File: config.mk
export PLATFORM = sky130hd
export DESIGN_NAME = cursor_line_edit_buffer_flat
export DESIGN_NICKNAME = d
export VERILOG_FILES = /design/src/hw/rtl/clebuf_pkg.sv /design/src/hw/rtl/clebuf_key_if.sv /design/src/hw/rtl/clebuf_char_if.sv /design/src/hw/rtl/clebuf_gap_map.sv /design/src/hw/rtl/cursor_line_edit_buffer.sv /design/src/flat_wrapper.sv
export SDC_FILE = /design/constraint.sdc
export NUM_CORES = 1
export LEC_CHECK = 0
export ABC_AREA = 1
export BUFFER_PORTS_ARGS = -buffer_cell sky130_fd_sc_hd__buf_2
export CAP_MARGIN = 20
export CORE_MARGIN = 8
export CORE_UTILIZATION = 60
export DETAILED_ROUTE_END_ITERATION = 8
export PLACE_DENSITY = 0.74
export SYNTH_ARGS = -nofsm -noshare
export SYNTH_HDL_FRONTEND = slang
export SYNTH_HIERARCHICAL = 1
export SYNTH_SLANG_ARGS = --single-unit
File: constraint.sdc
create_clock -name clk -period 5.01 [get_ports clk]
set_clock_uncertainty 0.15 [all_clocks]
set_input_delay 0.501 -clock clk [delete_from_list [all_inputs] [get_ports clk]]
set_output_delay 0.501 -clock clk [all_outputs]
set_load 0.02 [all_outputs]
File: src/hw/rtl/clebuf_pkg.sv
// shared types and key codes for the cursor line edit buffer
`default_nettype none

package clebuf_pkg;

  localparam logic       OP_KEY    = 1'b0;
  localparam logic       OP_FLUSH  = 1'b1;

  localparam logic [7:0] KEY_LEFT  = 8'h3C;
  localparam logic [7:0] KEY_RIGHT = 8'h3E;
  localparam logic [7:0] KEY_BACK  = 8'h2D;

  typedef struct packed {
    logic       op;
    logic [7:0] key_code;
  } key_item_t;

  typedef struct packed {
    logic [7:0] char_out;
    logic       char_valid;
    logic       last;
    logic       overflowed;
  } char_item_t;

  typedef enum logic [1:0] {
    ST_IDLE,
    ST_MOVE,
    ST_FLUSH
  } clebuf_state_t;

endpackage

`default_nettype wire

File: src/hw/rtl/clebuf_key_if.sv
// valid/ready channel carrying key items
`default_nettype none

interface clebuf_key_if;
  logic                  valid;
  logic                  ready;
  clebuf_pkg::key_item_t payload;

  modport source (output valid, output payload, input ready);
  modport sink   (input valid, input payload, output ready);
endinterface

`default_nettype wire

File: src/hw/rtl/clebuf_char_if.sv
// valid/ready channel carrying line characters
`default_nettype none

interface clebuf_char_if;
  logic                   valid;
  logic                   ready;
  clebuf_pkg::char_item_t payload;

  modport source (output valid, output payload, input ready);
  modport sink   (input valid, input payload, output ready);
endinterface

`default_nettype wire

File: src/hw/rtl/clebuf_gap_map.sv
// gap buffer address mapping: head text at the bottom, tail text at the top of the store
`default_nettype none

module clebuf_gap_map #(
  parameter int LINE_CAPACITY = 64,
  localparam int AW = (LINE_CAPACITY > 1) ? $clog2(LINE_CAPACITY) : 1,
  localparam int CW = $clog2(LINE_CAPACITY + 1)
) (
  input  logic [CW-1:0] len,
  input  logic [CW-1:0] cur,
  input  logic [CW-1:0] idx,
  output logic [AW-1:0] left_src,
  output logic [AW-1:0] left_dst,
  output logic [AW-1:0] right_src,
  output logic [AW-1:0] right_dst,
  output logic [AW-1:0] flush_addr
);

  logic [CW-1:0] tail;
  logic [CW-1:0] gap_end;
  logic [CW-1:0] cur_dec;
  logic [CW-1:0] gap_dec;
  logic [CW-1:0] flush_full;

  // characters after the cursor sit in the top tail entries
  assign tail    = len - cur;
  assign gap_end = CW'(LINE_CAPACITY) - tail;
  assign cur_dec = cur - CW'(1);
  assign gap_dec = gap_end - CW'(1);

  always_comb begin
    if (idx < cur) begin
      flush_full = idx;
    end else begin
      flush_full = idx + gap_end - cur;
    end
  end

  assign left_src   = cur_dec[AW-1:0];
  assign left_dst   = gap_dec[AW-1:0];
  assign right_src  = gap_end[AW-1:0];
  assign right_dst  = cur[AW-1:0];
  assign flush_addr = flush_full[AW-1:0];

endmodule

`default_nettype wire

File: src/hw/rtl/cursor_line_edit_buffer.sv
// top level of the cursor line edit buffer (gap buffer line editor)
//
// in_key carries key items: op 0 applies key_code at the cursor ('<' left,
// '>' right, '-' backspace, anything else inserts), op 1 flushes the line.
// out_char carries the flushed line one character per transfer, last marks
// the final one; an empty line gives a single transfer with char_valid 0.
// overflowed reports an insert dropped on a full line since the last flush.
// Text lives in a gap buffer memory of LINE_CAPACITY bytes with a registered
// read. Inserts, backspaces and blocked moves complete without leaving ST_IDLE;
// a cursor move is a read then a write of one character across the gap.
// A flush reads each character from memory, then loads it into the output
// register, and releases in_key once the last result is in the output
// register. When the receiver stalls the output register holds and the flush
// walk pauses; key edits after a flush go on while its last result waits.
// Synchronous reset empties the line; store contents stay undefined and are
// never read before being written.
`default_nettype none

module cursor_line_edit_buffer #(
  parameter int LINE_CAPACITY = 64
) (
  input  wire logic     clk,
  input  wire logic     rst_n,
  clebuf_key_if.sink    in_key,
  clebuf_char_if.source out_char
);

  import clebuf_pkg::*;

  localparam int AW = (LINE_CAPACITY > 1) ? $clog2(LINE_CAPACITY) : 1;
  localparam int CW = $clog2(LINE_CAPACITY + 1);

  logic [7:0]    mem [LINE_CAPACITY];
  logic [7:0]    rd_data_r;
  logic          mem_we;
  logic [AW-1:0] mem_wa;
  logic [7:0]    mem_wd;
  logic          mem_re;
  logic [AW-1:0] mem_ra;

  clebuf_state_t state_r, state_nxt;
  logic [CW-1:0] len_r, len_nxt;
  logic [CW-1:0] cur_r, cur_nxt;
  logic [CW-1:0] idx_r, idx_nxt;
  logic          ovf_r, ovf_nxt;
  logic          pend_r, pend_nxt;
  logic          dir_r, dir_nxt;
  logic [AW-1:0] dst_r, dst_nxt;
  char_item_t    out_r, out_nxt;
  logic          out_valid_r, out_valid_nxt;

  logic          in_fire;
  logic          slot_free;
  logic          out_load;
  logic          flush_done;
  logic [AW-1:0] left_src, left_dst, right_src, right_dst, flush_addr;

  clebuf_gap_map #(.LINE_CAPACITY(LINE_CAPACITY)) u_gap_map (
    .len        (len_r),
    .cur        (cur_r),
    .idx        (idx_r),
    .left_src   (left_src),
    .left_dst   (left_dst),
    .right_src  (right_src),
    .right_dst  (right_dst),
    .flush_addr (flush_addr)
  );

  assign in_key.ready     = (state_r == ST_IDLE);
  assign in_fire          = in_key.valid && in_key.ready;
  assign slot_free        = !out_valid_r || out_char.ready;
  assign out_char.valid   = out_valid_r;
  assign out_char.payload = out_r;

  always_ff @(posedge clk) begin
    if (mem_we) begin
      mem[mem_wa] <= mem_wd;
    end
    if (mem_re) begin
      rd_data_r <= mem[mem_ra];
    end
  end

  always_ff @(posedge clk) begin
    if (!rst_n) begin
      state_r     <= ST_IDLE;
      len_r       <= '0;
      cur_r       <= '0;
      idx_r       <= '0;
      ovf_r       <= 1'b0;
      pend_r      <= 1'b0;
      out_valid_r <= 1'b0;
    end else begin
      state_r     <= state_nxt;
      len_r       <= len_nxt;
      cur_r       <= cur_nxt;
      idx_r       <= idx_nxt;
      ovf_r       <= ovf_nxt;
      pend_r      <= pend_nxt;
      out_valid_r <= out_valid_nxt;
    end
  end

  always_ff @(posedge clk) begin
    dir_r <= dir_nxt;
    dst_r <= dst_nxt;
    out_r <= out_nxt;
  end

  always_comb begin
    state_nxt  = state_r;
    len_nxt    = len_r;
    cur_nxt    = cur_r;
    idx_nxt    = idx_r;
    ovf_nxt    = ovf_r;
    pend_nxt   = 1'b0;
    dir_nxt    = dir_r;
    dst_nxt    = dst_r;
    out_nxt    = out_r;
    out_load   = 1'b0;
    flush_done = 1'b0;
    mem_we     = 1'b0;
    mem_wa     = cur_r[AW-1:0];
    mem_wd     = in_key.payload.key_code;
    mem_re     = 1'b0;
    mem_ra     = flush_addr;

    unique case (state_r)
      ST_IDLE: begin
        if (in_fire) begin
          if (in_key.payload.op == OP_FLUSH) begin
            state_nxt = ST_FLUSH;
            idx_nxt   = '0;
          end else begin
            case (in_key.payload.key_code)
              KEY_LEFT: begin
                if (cur_r != '0) begin
                  mem_re    = 1'b1;
                  mem_ra    = left_src;
                  dst_nxt   = left_dst;
                  dir_nxt   = 1'b0;
                  state_nxt = ST_MOVE;
                end
              end
              KEY_RIGHT: begin
                if (cur_r < len_r) begin
                  mem_re    = 1'b1;
                  mem_ra    = right_src;
                  dst_nxt   = right_dst;
                  dir_nxt   = 1'b1;
                  state_nxt = ST_MOVE;
                end
              end
              KEY_BACK: begin
                // the deleted character just falls into the gap
                if (cur_r != '0) begin
                  cur_nxt = cur_r - CW'(1);
                  len_nxt = len_r - CW'(1);
                end
              end
              default: begin
                if (len_r == CW'(LINE_CAPACITY)) begin
                  ovf_nxt = 1'b1;
                end else begin
                  mem_we  = 1'b1;
                  cur_nxt = cur_r + CW'(1);
                  len_nxt = len_r + CW'(1);
                end
              end
            endcase
          end
        end
      end

      ST_MOVE: begin
        // carry one character across the gap
        mem_we    = 1'b1;
        mem_wa    = dst_r;
        mem_wd    = rd_data_r;
        cur_nxt   = dir_r ? (cur_r + CW'(1)) : (cur_r - CW'(1));
        state_nxt = ST_IDLE;
      end

      ST_FLUSH: begin
        if (len_r == '0) begin
          if (slot_free) begin
            out_load   = 1'b1;
            out_nxt    = '{char_out: 8'h00, char_valid: 1'b0, last: 1'b1, overflowed: ovf_r};
            flush_done = 1'b1;
          end
        end else if (pend_r) begin
          // slot was reserved when the read went out
          out_load = 1'b1;
          out_nxt  = '{char_out: rd_data_r, char_valid: 1'b1,
                       last: (idx_r == len_r), overflowed: ovf_r};
          if (idx_r == len_r) begin
            flush_done = 1'b1;
          end
        end else if (slot_free) begin
          mem_re   = 1'b1;
          mem_ra   = flush_addr;
          idx_nxt  = idx_r + CW'(1);
          pend_nxt = 1'b1;
        end
        if (flush_done) begin
          len_nxt   = '0;
          cur_nxt   = '0;
          ovf_nxt   = 1'b0;
          state_nxt = ST_IDLE;
        end
      end

      default: begin
        state_nxt = ST_IDLE;
      end
    endcase

    if (out_load) begin
      out_valid_nxt = 1'b1;
    end else begin
      out_valid_nxt = out_valid_r && !out_char.ready;
    end
  end

  property p_cursor_in_line;
    @(posedge clk) disable iff (!rst_n) cur_r <= len_r;
  endproperty
  a_cursor_in_line: assert property (p_cursor_in_line)
    else $error("cursor beyond end of line");

  property p_len_in_range;
    @(posedge clk) disable iff (!rst_n) len_r <= CW'(LINE_CAPACITY);
  endproperty
  a_len_in_range: assert property (p_len_in_range)
    else $error("line length beyond capacity");

  property p_read_slot_free;
    @(posedge clk) disable iff (!rst_n) pend_r |-> !out_valid_r;
  endproperty
  a_read_slot_free: assert property (p_read_slot_free)
    else $error("flush read returned into an occupied output register");

  property p_flush_clears;
    @(posedge clk) disable iff (!rst_n)
      (state_r == ST_FLUSH && flush_done) |=> (len_r == '0 && cur_r == '0 && !ovf_r);
  endproperty
  a_flush_clears: assert property (p_flush_clears)
    else $error("line not cleared after flush");

endmodule

`default_nettype wire

File: src/flat_wrapper.sv
// flat-port wrapper written by rule: the top's interface ports become plain ports
module cursor_line_edit_buffer_flat import clebuf_pkg::*;
#(
  parameter int LINE_CAPACITY = 64
)
  (clk, rst_n, in_key_valid, in_key_payload, in_key_ready, out_char_valid, out_char_payload, out_char_ready);
  clebuf_key_if in_key_i ();
  clebuf_char_if out_char_i ();
  input  wire logic clk;
  input  wire logic rst_n;
  input wire logic [$bits(in_key_i.valid)-1:0] in_key_valid;
  input wire logic [$bits(in_key_i.payload)-1:0] in_key_payload;
  output wire logic [$bits(in_key_i.ready)-1:0] in_key_ready;
  output wire logic [$bits(out_char_i.valid)-1:0] out_char_valid;
  output wire logic [$bits(out_char_i.payload)-1:0] out_char_payload;
  input wire logic [$bits(out_char_i.ready)-1:0] out_char_ready;
  assign in_key_i.valid = in_key_valid;
  assign in_key_i.payload = in_key_payload;
  assign in_key_ready = in_key_i.ready;
  assign out_char_valid = out_char_i.valid;
  assign out_char_payload = out_char_i.payload;
  assign out_char_i.ready = out_char_ready;
  cursor_line_edit_buffer #(.LINE_CAPACITY(LINE_CAPACITY)) u_core (.clk(clk), .rst_n(rst_n), .in_key(in_key_i), .out_char(out_char_i));
endmodule
[After elaboration in Yosys (flattened, before gate mapping)]
Memory sizes are Yosys's and may differ from the RTL's. A register that Yosys moved wholly into a read port is not among the register bits.
Cells that the tools add are included.
Storage, ports and cells
  register bits: 44
  bits in latches: 0
  RAM bits: 512
  memory bits (read-only): 0
  memories: 1
Memory list
  u_core.mem: depth 64, width 8, read ports 1, clocked after Yosys merged registers in 1, write ports 1, RTL line cursor_line_edit_buffer.sv:33  | logic [7:0] mem [LINE_CAPACITY];
Operators by class
  add/sub/neg operators: 10
  multiply operators: 0
  divide/modulo/power cells: 0
  $lt $le $gt $ge: 2
  eq/ne operators: 25
  shift-type cells: 0
  mux-type cells: 75
  bitwise gates (word level): 1
  reduce and logical (&&, ||, !) cells: 22
Operator list (count)
  $mux W7: 15
  $pmux W7 S2: 4
  $mux W6: 9
  $mux W11: 3
  $mux W1: 28
  $eq A8 B6 Y1 const B: 3
  $pmux W6 S2: 2
  $add A7 B1 Y7 const B: 3
  $pmux W7 S3: 1
  $reduce_and A6 Y1: 3
  $ne A2 B2 Y1 const B: 8
  $lt A7 B7 Y1: 2
  $reduce_and A7 Y1: 2
  $sub A7 B1 Y7 const B: 2
  $ne A4 B4 Y1 const B: 3
  $sub A6 B6 Y6: 2
  $mux W2: 5
  $ne A2 B1 Y1 const B: 5
  $pmux W1 S2: 5
  $mux W8: 1
  $pmux W2 S2: 2
  $eq A7 B7 Y1: 1
  $eq A7 B7 Y1 const B: 1
  $logic_not A7 Y1: 1
  19 further kinds: 24

[Depth between registers and ports, before layout]
  depth in word-level cells: 10
  gate-level depth with buffers: 23

[Hierarchy]
Netlist, hierarchy kept.
Modules (own cells, without submodules)
  cursor_line_edit_buffer: times used 1, cells an instance 2514, area each 26142.6 um2, sequential area each 16676.0 um2
  clebuf_gap_map: times used 1, cells an instance 161, area each 1071.0 um2, sequential area each 0.0 um2

[Least setup slack after synthesis]
No wires, ideal clock.
  path kind: register to register
  start point: register u_core.state_r[1]
  end point: memory u_core.mem[0][6] (data pin)
  setup time: 0.702 ns
  arrival: 3.526 ns
  required time: 4.158 ns
  setup slack: 0.632 ns
  cell stages (with the launch flop): 6
  path buffers: 2
  cells stage by stage: dfxtp_1 -> inv_1 -> ha_1 -> clkbuf_1 -> clkbuf_1 -> o21ai_0
On the way
  word-level cells in the longest chain between the ends: 2
Ends and longest elaborated chain
  start: declaration: RTL line cursor_line_edit_buffer.sv:41  | clebuf_state_t state_r, state_nxt;
  start signal: assignment: RTL line cursor_line_edit_buffer.sv:94  | state_r <= state_nxt;
  $eq A2 B1 Y1: RTL line cursor_line_edit_buffer.sv:128  | unique case (state_r)
  $mux W8: RTL line cursor_line_edit_buffer.sv:128
  named net u_core.mem_wd[6]: RTL line cursor_line_edit_buffer.sv:37  | logic [7:0] mem_wd;
  end: declaration: RTL line cursor_line_edit_buffer.sv:33
The timed path passes the listed nets, and every way through them passes these cells.

[Final worst setup path]
  start point: register u_core.len_r[0]
  end point: register u_core.rd_data_r[5], read port of u_core.mem (data pin)
On the way
  word-level cells in the longest chain between the ends: 10
  elaborated cells on any way between the ends: 19
  those cells by class: 4 x add/sub; 1 x order compare; 13 x mux; 1 x reduce/logical
Ends and longest elaborated chain
  start: declaration: RTL line cursor_line_edit_buffer.sv:42  | logic [CW-1:0] len_r, len_nxt;
  start signal: assignment: RTL line cursor_line_edit_buffer.sv:95  | len_r <= len_nxt;
  $sub A6 B6 Y6 (*): RTL line clebuf_gap_map.sv:26  | assign tail = len - cur;
  $sub A1 B6 Y6 (*): RTL line clebuf_gap_map.sv:27  | assign gap_end = CW'(LINE_CAPACITY) - tail;
  named net u_core.right_src[2]: RTL line cursor_line_edit_buffer.sv:56  | logic [AW-1:0] left_src, left_dst, right_src, right_dst, flush_addr;
  $add A6 B6 Y6 (*): RTL line clebuf_gap_map.sv:35  | flush_full = idx + gap_end - cur;
  $sub A6 B6 Y6 (*): RTL line clebuf_gap_map.sv:35
  $mux W6 (*): RTL line clebuf_gap_map.sv:32  | if (idx < cur) begin
  named net u_core.flush_addr[3]: RTL line cursor_line_edit_buffer.sv:56
  $mux W6, on equally long branches: RTL line cursor_line_edit_buffer.sv:146, cursor_line_edit_buffer.sv:137
  $pmux W6 S2: RTL line cursor_line_edit_buffer.sv:135  | case (in_key.payload.key_code)
  $mux W6: RTL line cursor_line_edit_buffer.sv:131  | if (in_key.payload.op == OP_FLUSH) begin
  $mux W6: RTL line cursor_line_edit_buffer.sv:130  | if (in_fire) begin
  $mux W6 (*)
  end: declaration: RTL line cursor_line_edit_buffer.sv:34  | logic [7:0] rd_data_r;
Mark *: on every way through the listed nets, which the timed path passes. The rest lies on a longest branch.
A chain may end at the register's enable or synchronous reset.

==> results.py <==
metrics = {
    "outcome": {
        "status": "finished clean",
    },
    "drt": {
        "num_vias": 19900,
        "ant_nets": 0,
        "wirelength_mm": 71.0,
        "dr.pass1.iters": 6,
        "drc": 0,
        "avgRoutedWirePerCell_um": 21.1,
        "drt_iter0_drc": 2366,
        "vias_per_cell": 5.90,
    },
    "setup_path": {
        "path_delay_family": "adder cells",
        "slowest_stage": "fa_1",
        "path_class": "register to register",
        "critPathBufInv": 3,
        "worstPathMaxFanout": 32,
        "worstReg2RegEnd": "u_core/rd_data_r[5]$_DFFE_PP_",
        "crit_top_cell": "nand2_1",
        "r2r_cells": 19,
        "end_kind": "register",
        "startpoint": "u_core/len_r[0]$_SDFFE_PN0P_",
        "r2r_slack_ns": 0.25,
        "crit_chain": "ha_1 -> inv_1 -> fa_1 -> xnor2_2 -> inv_1 -> fa_1 -> ha_1 -> nand2_1 -> nand2_1 -> a31oi_1 -> xor2_1 -> a21oi_1 -> nand2_1 -> nand2_1 -> buf_4 -> nand3_1 -> nand3_1 -> nand3_1 -> nand2_1",
        "required_ns": 5.35,
        "r2r-start": "u_core/len_r[0]$_SDFFE_PN0P_",
        "start_kind": "register",
        "cp.arrival_ns": 5.10,
        "cpPeakStageDelay_ns": 0.47,
    },
    "grt": {
        "grt_max_degree": 209,
        "grt_use_total_pct": 26.6,
        "grt_first_pass_wirelength_mm": 110,
        "grt_pass1_vias": 19100,
        "overflow": 0,
        "antenna_found_initial": 1,
    },
    "floorplan": {
        "coreArea_um2": 45100,
        "initial_utilization_pct": 60.4,
        "die_h_um": 229,
        "die_w_um": 229,
        "floorplan.rows": 78,
        "ioPinCount": 26,
        "dieArea_um2": 52400,
    },
    "cts": {
        "cts_sinks": 564,
        "post_cts_buffers": 0,
        "cts_tree": "done",
        "cts_buffers": 57,
        "clockBufferDepth": 3,
        "clk_latency_ns": 0.62,
        "cts_resized": 0,
        "htreeDepth": 2,
        "clk_pin_slew_worst_paths_ns": 0.06,
        "cts_hold_buf": 0,
        "cts-root-buf": "clkbuf_16",
    },
    "sta": {
        "min_period_ns": 4.76,
        "rsz0062_at_grt": "false",
        "finalWorstSetupSlack_ns": 0.253,
        "finalHoldViolations": 0,
        "setup_tns_ns": 0,
        "slew_violations": 0,
        "slew_headroom_pct": 27.1,
        "finalSetupViolCount": 0,
        "fmax_ghz": 0.210,
        "fin_crit_sh_pct": 95.0,
        "worst_pin_slew_ns": 1.09,
    },
    "layout": {
        "fill_cells": 3444,
        "drive_gt1_share_pct": 9.46,
        "multi_input_area_um2": 8350,
        "seqCellArea_um2": 16700,
        "nets": 2784,
        "area.growth.synth_to_final_pct": 10.5,
        "final_cells": 3372,
    },
    "synth": {
        "synth_area_per_cell_um2": 10.2,
        "synth_ff_type": "edfxtp_1",
        "synth_enable_flop_cells": 538,
        "syn_nets": 2732,
        "synth_seq_area_share_pct": 61.3,
        "synthDistinctLibCells": 43,
        "async_reset_ff_share_pct": 0,
        "synth_seq_cells": 564,
        "syn_area_um2": 27200,
        "ys_warn_count": 6,
        "synth_cells": 2675,
    },
    "min_path": {
        "min-delay-start": "out_char_ready",
        "whs_endpoint": "u_core/out_char.valid$_SDFF_PN0_",
        "hold_class": "input port to register",
        "holdPathStages": 4,
    },
    "placed_design": {
        "dp.cells": 3266,
        "hpwl_mm": 42.8,
        "dp_slack_ns": 0.316,
        "io_buffers": 25,
        "gp_congestion": 0.943,
    },
    "run": {
        "drv_cap": 0,
    },
}
-- per-layer routing --
| layer | global-route usage, % | wire, um |
|---|---|---|
| met1 | 36.2 | 28300 |
| met2 | 41.8 | 32700 |
| met3 | 4.62 | 6820 |
| met4 | 11.9 | 3150 |
| met5 | 0 | 0 |
-- area by class of cell --
type / count / share of cell area, %
Clock buffer: 72 / 4.93
Timing Repair Buffer: 134 / 3.50
Tap cell: 600 / 2.50
Antenna cell: 1 / 0.00832
Timing Repair inverter: 1 / 0.0250
Inverter: 407 / 5.09
Multi-Input combinational cell: 1562 / 27.8
Sequential cell: 564 / 55.4
Clock inverter: 31 / 0.761
-- state kept, by name, indices dropped and copies added (netlist names) --
signal / cells
u_core/state_r: 2
u_core/dst_r: 6
u_core/out_char.payload: 11
u_core/cur_r: 7
u_core/ovf_r: 1
u_core/dir_r: 1
u_core/pend_r: 1
u_core/mem: 512
u_core/rd_data_r: 8
u_core/len_r: 7
u_core/idx_r: 7
u_core/out_char.valid: 1
-- worst register-to-register path, delay by kind of cell (launching register included) --
| family | cells | cell delay, ns |
|---|---|---|
| adders and majority gates | 4 | 1.49 |
| and+or+nand+nor | 8 | 1.18 |
| buffers and inverters | 3 | 0.70 |
| DFF | 1 | 0.45 |
| xor gates and xnor gates | 2 | 0.36 |
| AOI/OAI and AO/OA | 2 | 0.31 |
-- cell usage in the layout (no fill, tap or decap), types with 5 or more instances in the layout --
cell | netlist | final
nand4_1 | 17 | 17
nand3b_1 | 193 | 193
nand2_4 | 2 | 5
or2_2 | 8 | 8
ha_1 | 37 | 37
fa_1 | 7 | 7
nand2_1 | 491 | 487
o22ai_1 | 5 | 5
clkbuf_1 | 28 | 15
nor3_1 | 13 | 13
a21oi_1 | 46 | 46
inv_1 | 399 | 397
nand2_2 | 5 | 5
dfxtp_1 | 26 | 26
buf_4 | 17 | 99
clkbuf_16 | 0 | 57
inv_2 | 8 | 8
buf_12 | 0 | 9
clkinv_1 | 0 | 14
buf_2 | 70 | 25
nor2_1 | 116 | 116
o21ai_4 | 0 | 8
xor2_1 | 22 | 22
nand3_1 | 516 | 516
edfxtp_1 | 538 | 538
xnor2_1 | 5 | 5
nor2_2 | 5 | 5
clkinv_2 | 0 | 10
o21ai_0 | 44 | 36
-- worst max-delay path by stage --
| stage | end | slack (ns) | cells after the start |
|---|---|---|---|
| 2_1_floorplan | u_core/mem[0][6]$_DFFE_PP_ | 0.63 | 5 |
| 3_5_place_dp | u_core/rd_data_r[2]$_DFFE_PP_ | 0.32 | 19 |
| 3_3_place_gp | u_core/rd_data_r[0]$_DFFE_PP_ | 0.45 | 19 |
| 4_1_cts | u_core/rd_data_r[0]$_DFFE_PP_ | 0.29 | 19 |
| 5_1_grt | u_core/rd_data_r[5]$_DFFE_PP_ | 0.008 | 19 |
| 6_report | u_core/rd_data_r[5]$_DFFE_PP_ | 0.25 | 19 |
-- Yosys cell counts, drive strengths merged, types with 7 or more instances --
library cell	n	area [um2]
o21ai	47	235
edfxtp	538	16200
nand4	17	106
buf	114	684
nand3	519	2620
nor3	14	75.1
ha	37	463
inv	407	1530
a21oi	47	246
nand3b	193	1450
clkbuf	28	105
fa	7	140
dfxtp	26	521
xor2	22	193
nor2	123	489
or2	8	50.1
nand2	498	1900
xnor2	7	76.3
-- per-stage QoR --
| stage | cell area, um2 | util, % | hold slack, ns |
|---|---|---|---|
| finish | 30100 | 66.7 | 0.0453 |
| global route | 30100 | 66.7 | 0.0318 |
| CTS | 30100 | 66.7 | 0.0117 |
| detailed placement | 28400 | 62.9 | 0.279 |
| global placement | 28400 | 62.9 | 0.276 |
| floorplan | 27200 | - | 0.259 |
-- cells by family after synthesis --
kind of cell             after synthesis  synth area share, %
AND/OR/NAND/NOR                     1376                 24.7
flip-flops                           564                 61.3
buffers and inverters                549                 8.51
AO/OA/AOI/OAI                        113                 2.32
adder cells (fa/ha/maj)               44                 2.22
XOR/XNOR                              29                0.988
Power is left out: the tool's default activity adds up to more than one toggle a clock period on the data nets, which glitch-free logic cannot reach.
